$ cat src/dtq_pkg.sv
// Package for the deadline timer queue: command, run state, status and ALU codes,
// the timer entry and result word layouts, and the sequencer state type.
// Depends on nothing; the top level and dtq_alu use it by scoped names.
package dtq_pkg;

	localparam int TIME_W = 48;
	localparam int KEY_W  = 16;
	localparam int PER_W  = 32;

	typedef enum logic [2:0] {
		CMD_REGISTER  = 3'd0,
		CMD_STOP      = 3'd1,
		CMD_RESTART   = 3'd2,
		CMD_HANDLE    = 3'd3,
		CMD_SET_STATE = 3'd4
	} cmd_t;

	typedef enum logic [1:0] {
		RUN_RUNNING   = 2'd0,
		RUN_SUSPENDED = 2'd1,
		RUN_STEP      = 2'd2
	} run_t;

	typedef enum logic [1:0] {
		STAT_DONE      = 2'd0,
		STAT_FIRED     = 2'd1,
		STAT_NOT_FOUND = 2'd2,
		STAT_FULL      = 2'd3
	} status_t;

	typedef enum logic [2:0] {
		ALU_ADD = 3'd0,
		ALU_SUB = 3'd1,
		ALU_LTU = 3'd2,
		ALU_GTU = 3'd3,
		ALU_EQ  = 3'd4
	} alu_op_t;

	// one timer entry as stored in the table
	typedef struct packed {
		logic [KEY_W-1:0]  owner;
		logic [KEY_W-1:0]  slot;
		logic [PER_W-1:0]  period;
		logic [TIME_W-1:0] deadline;
		logic [TIME_W-1:0] start;
		logic              one_shot;
	} entry_t;

	// one buffered result word, before the queue head is attached
	typedef struct packed {
		status_t           status;
		logic [KEY_W-1:0]  owner;
		logic [KEY_W-1:0]  slot;
		logic [TIME_W-1:0] elapsed;
	} res_t;

	typedef struct packed {
		alu_op_t           op;
		logic [TIME_W-1:0] a;
		logic [TIME_W-1:0] b;
	} alu_req_t;

	typedef struct packed {
		logic [TIME_W-1:0] res;
		logic              flag;
	} alu_rsp_t;

	typedef enum logic [4:0] {
		ST_IDLE,
		ST_DECODE,
		ST_REG_DL,
		ST_INS_RD,
		ST_INS_CMP,
		ST_INS_PUT,
		ST_SCAN_CMP,
		ST_FIRE_RD,
		ST_FIRE_CHK,
		ST_FIRE_ND,
		ST_FIRE_EL,
		ST_REM_RD,
		ST_REM_MV,
		ST_REM_END,
		ST_FIRE_END,
		ST_SH_RD,
		ST_SH_DL,
		ST_SH_ST,
		ST_FINISH,
		ST_HEAD,
		ST_EMIT_RD,
		ST_EMIT_WR
	} state_t;

endpackage

$ cat src/dtq_alu.sv
// Shared 48-bit add, subtract and compare unit of the deadline timer queue.
// One adder serves every op; compares come from the borrow or a zero test.
// Depends on dtq_pkg.
module dtq_alu (
	input  dtq_pkg::alu_req_t req,
	output dtq_pkg::alu_rsp_t rsp
);

	logic                          sub;
	logic [dtq_pkg::TIME_W-1:0]    x;
	logic [dtq_pkg::TIME_W-1:0]    y;
	logic [dtq_pkg::TIME_W:0]      sum;

	// swap operands for greater-than so that the borrow answers it
	assign sub = (req.op != dtq_pkg::ALU_ADD);
	assign x   = (req.op == dtq_pkg::ALU_GTU) ? req.b : req.a;
	assign y   = (req.op == dtq_pkg::ALU_GTU) ? req.a : req.b;
	assign sum = {1'b0, x} + {1'b0, (sub ? ~y : y)} + {{dtq_pkg::TIME_W{1'b0}}, sub};

	// pick the flag for the op
	always_comb begin
		rsp.res = sum[dtq_pkg::TIME_W-1:0];
		unique case (req.op)
			dtq_pkg::ALU_ADD: rsp.flag = sum[dtq_pkg::TIME_W];
			dtq_pkg::ALU_SUB: rsp.flag = !sum[dtq_pkg::TIME_W];
			dtq_pkg::ALU_LTU: rsp.flag = !sum[dtq_pkg::TIME_W];
			dtq_pkg::ALU_GTU: rsp.flag = !sum[dtq_pkg::TIME_W];
			dtq_pkg::ALU_EQ:  rsp.flag = (sum[dtq_pkg::TIME_W-1:0] == '0);
			default:          rsp.flag = 1'b0;
		endcase
	end

endmodule

$ cat config.mk
export PLATFORM = sky130hd
export DESIGN_NAME = dtq_alu
export DESIGN_NICKNAME = d
export VERILOG_FILES = /design/src/dtq_pkg.sv /design/src/dtq_alu.sv
export SDC_FILE = /design/constraint.sdc
export NUM_CORES = 1
export LEC_CHECK = 0
export BUFFER_PORTS_ARGS = -buffer_cell sky130_fd_sc_hd__clkbuf_2
export CORE_MARGIN = 3
export CORE_UTILIZATION = 45
export DETAILED_ROUTE_END_ITERATION = 16
export PLACE_DENSITY = 0.72
export SLEW_MARGIN = 20
export SYNTH_ARGS = -nofsm -noshare
export SYNTH_HDL_FRONTEND = slang
export SYNTH_SLANG_ARGS = --single-unit
export TNS_END_PERCENT = 1
$ cat constraint.sdc
create_clock -name vclk -period 11.2
set_input_delay 0 -clock vclk [all_inputs]
set_output_delay 0 -clock vclk [all_outputs]
set_load 0.02 [all_outputs]
Yosys cells after proc, flatten, opt, wreduce, memory -nomap -nowiden --
Cells that the tools add are included. W data, S select, Z words.
Operators by class: bitwise operators 1, reduce and logical (&&, ||, !) cells 5, eq/ne operators 4, mux-type cells 4, add/subtract/negate cells 2
Operators with widths (count):
- $mux W48 | 3
- $add A48 B48 Y49 | 1
- $add A49 B1 Y49 | 1
- $logic_not A48 Y1 | 1
- $not A48 Y48 | 1
- $eq A3 B2 Y1 const B | 2
- $eq A3 B1 Y1 const B | 1
- $eq A3 B3 Y1 const B | 1
- $logic_not A3 Y1 | 1
- $pmux W1 S3 | 1
- $reduce_bool A3 Y1 | 1
- $reduce_or A3 Y1 | 1
- $logic_not A1 Y1 | 1
Word-level totals: input port bits 99, word-level logic and storage cells 16, output and inout port bits 49, register bits after elaboration 0

Logic depth before layout (Yosys ltp) --
depth after elaboration 8, depth in mapped cells 18, gate-level depth less buffers 15

Worst setup path before layout --
Ideal clock, no wire load.
path type input to output, from in req[98] (netlist name), to out rsp[0] (netlist name), setup slack 6535 ps, data arrival time 4665 ps, stages 18, required time 11200 ps, path through nand3b_1 -> buf_1 -> buf_1 -> mux2i_1 -> xor2_1 -> ha_1 -> buf_2 -> a21oi_2 -> o21ai_2 -> a221oi_2 -> a21oi_1 -> a211o_1 -> a31oi_2 -> xnor2_1 -> or4_1 -> or4_1 -> or4_1 -> o21ai_1
RTL lines:
- start, declared | line dtq_alu.sv:5 | input dtq_pkg::alu_req_t req,
- end, declared | line dtq_alu.sv:6 | output dtq_pkg::alu_rsp_t rsp

==> flow_summary.toml <==
[cells_and_area]
design.seq.count = 0
clockBufferCount = 0
final_layout_size_suffix_gt1_frac = 0.3039
ff_latch_area_sq_um = 0
fin_util = 0.5338
areaGrowthSynthToFinish_pct = 15.30
antennaDiodeCount = 0
design_area_sq_um = 5535
finalNonFillerCells = 873
final_nets = 886

[synthesis]
seq_area_frac_synth = 0
synth_warnings = 0
syn-num-nets = 778
synth_cell_types = 70
netlist_area_sq_um = 4801
syn_inst = 631
avgSynthCellArea_sq_um = 7.608

[timing]
fin_crit_sh = 0.5247
setup_slack_ns = 5.323
hold_ws_ns = 0.3495
relSlewSlack = 0.4900
fin_tns_setup_ns = 0
rsz0062_at_grt = "false"
hold_viol_final = 0
tightestPinTransition_ns = 0.7650
fmax_mhz = 170.2
slew_violations = 0
finalSetupViolations = 0
period_minus_slack_ns = 5.877

[floorplan]
die_y_um = 109.3
dieArea_sq_um = 11940
die_w_um = 109.3
core-area_sq_um = 10370
initial_core_util = 0.4630
io_pins = 148
num_rows = 37

[global_route]
grt_start_max_net_pins = 51
overflow = 0
grt_pass1_wl_um = 23150
antenna_found_initial = 0
grt_pass1_vias = 4785
grt_use_total = 0.2323

[pwr]
finalPower_mw = 0.6171
leakage_nw = 2.827
power_density_nw_per_um2 = 111.5
ir_drop_mv = 0.05624

[placement]
port_buffers = 148
dpl.hpwl_um = 12260
gp_congestion = 1.015
numPlacedInstances = 873
place_ws_ns = 5.371
placed_cell_area_sq_um = 5535

[run]
maxCapViolCount = 0

[setup_path]
cp_cell_sequence = "clkbuf_2, nand3b_1, buf_4, buf_4, mux2_2, ha_1, a211o_1, a21oi_1, o21ai_0, a221oi_1, o211ai_1, a31oi_1, nor3b_1, o311ai_0, or4_1, or4_1, o21ai_1, clkbuf_2"
critPathArrivalTime_ns = 5.88
worstSetupStartpointType = "input pin"
critPathMaxStageDelay_ns = 0.65
cp_data_required_time_ns = 11.20
slowest_stage = "buf_4"
crit_fanout = 50
crit_type = "in -> out"
end_kind = "output port"

[clock_network]
postCtsSetupBuffers = 0
cts_resized = 0
postCtsHoldBufs = 0

[route]
drt_iter0_drc = 287
ant_nets = 0
routed_wl_um = 14520
wl_per_cell_um = 16.64
vias_per_cell = 5.947
remaining_drc_errors = 0
firstDrtPassIters = 5
route.vias.total = 5192

[worst_hold_path]
min_path_type = "in -> out"
whs_path_depth = 3

[run_status]
status = "completed"
-- path summary, 6_finish.rpt --
kind	from	to	slack, ns
hold / removal	req[48]	rsp[1]	0.35
setup / recovery	req[98]	rsp[0]	5.32
-- cell families (layout without fill, tap and decap cells) --
logic type,after synthesis,count (layout),share of synthesized area
adder cells (fa/ha/maj),48,48,0.1267
buffers and inverters,53,159,0.04874
multiplexers,98,98,0.2171
XOR/XNOR,89,89,0.1624
AO/OA/AOI/OAI,181,181,0.2710
AND/OR/NAND/NOR,162,162,0.1741
-- cell usage after synthesis (3+ instances only) --
cell type   n  share of area
nand3_1     9         0.0094
a211oi_1    3         0.0047
o31ai_1     3         0.0047
mux2i_1    49           0.10
a21o_1     19          0.030
nand2b_1    4         0.0052
nor2b_1     3         0.0039
o21ai_1     3         0.0031
buf_1      12         0.0094
nor4_1      3         0.0039
a31oi_1     6         0.0078
o21bai_1   15          0.023
xnor2_1    26          0.047
nor3_1     13          0.014
a2111oi_0   3         0.0055
buf_6       3         0.0070
or4_1       6         0.0094
inv_1       8         0.0063
and3_1      7         0.0091
a211o_1     6          0.011
nand3b_1    3         0.0047
nor2_1     37          0.029
clkbuf_1   22          0.017
a21oi_2     3         0.0055
buf_2       7         0.0073
xor2_1     63           0.11
nand4_1    19          0.025
o211ai_1    6         0.0094
ha_1       47           0.12
o21ai_0    24          0.025
and2_1      7         0.0091
a21oi_1    50          0.052
nand2_1    38          0.030
mux2_2     49           0.11
nor3b_1     4         0.0063
o21a_1      8          0.013
-- report_power, final --
group / leakage (nW) / switching (mW) / internal (mW) / total [mW]
clock: 0 / 0 / 0 / 0
combinational: 2.83 / 0.391 / 0.226 / 0.617
sequential: 0 / 0 / 0 / 0
total: 2.83 / 0.391 / 0.226 / 0.617
-- layout by cell type, fill, tap and decap left out, types with 7 or more instances in the layout --
cell / instances
and3_1: 7
o21a_1: 8
nor3_1: 12
and2_1: 7
a21oi_1: 50
o21bai_1: 15
a21o_1: 19
nand2_1: 38
xnor2_1: 26
nand4_1: 19
nand3_1: 9
nor2_1: 37
mux2i_1: 49
xor2_1: 63
ha_1: 47
o21ai_0: 24
inv_1: 8
mux2_2: 49
clkbuf_2: 148
-- metal layers --
metal  vias to the layer above  track usage  wire length, um
met3                        12      0.01527             1022
met4                         0      0.02493              170
met1                      2415       0.3475             6830
li1                       2581            -                -
met2                       184       0.3768             6499
met5                         -            0                0
-- area by class of cell --
type / count / area, sq um
Timing Repair Buffer: 151 / 763.2
Fill cell: 1046 / 4835
Tap cell: 136 / 170.2
Multi-Input combinational cell: 578 / 4572
Inverter: 8 / 30.03
-- critical path: cells and delay by family --
family,cells,cell delay (ns)
AOI/OAI and AO/OA,8,1.95
muxes,1,0.41
buffers and inverters,4,1.49
adders and majority gates,1,0.43
and+or+nand+nor,4,1.50
(Power assumes the default switching activity.)
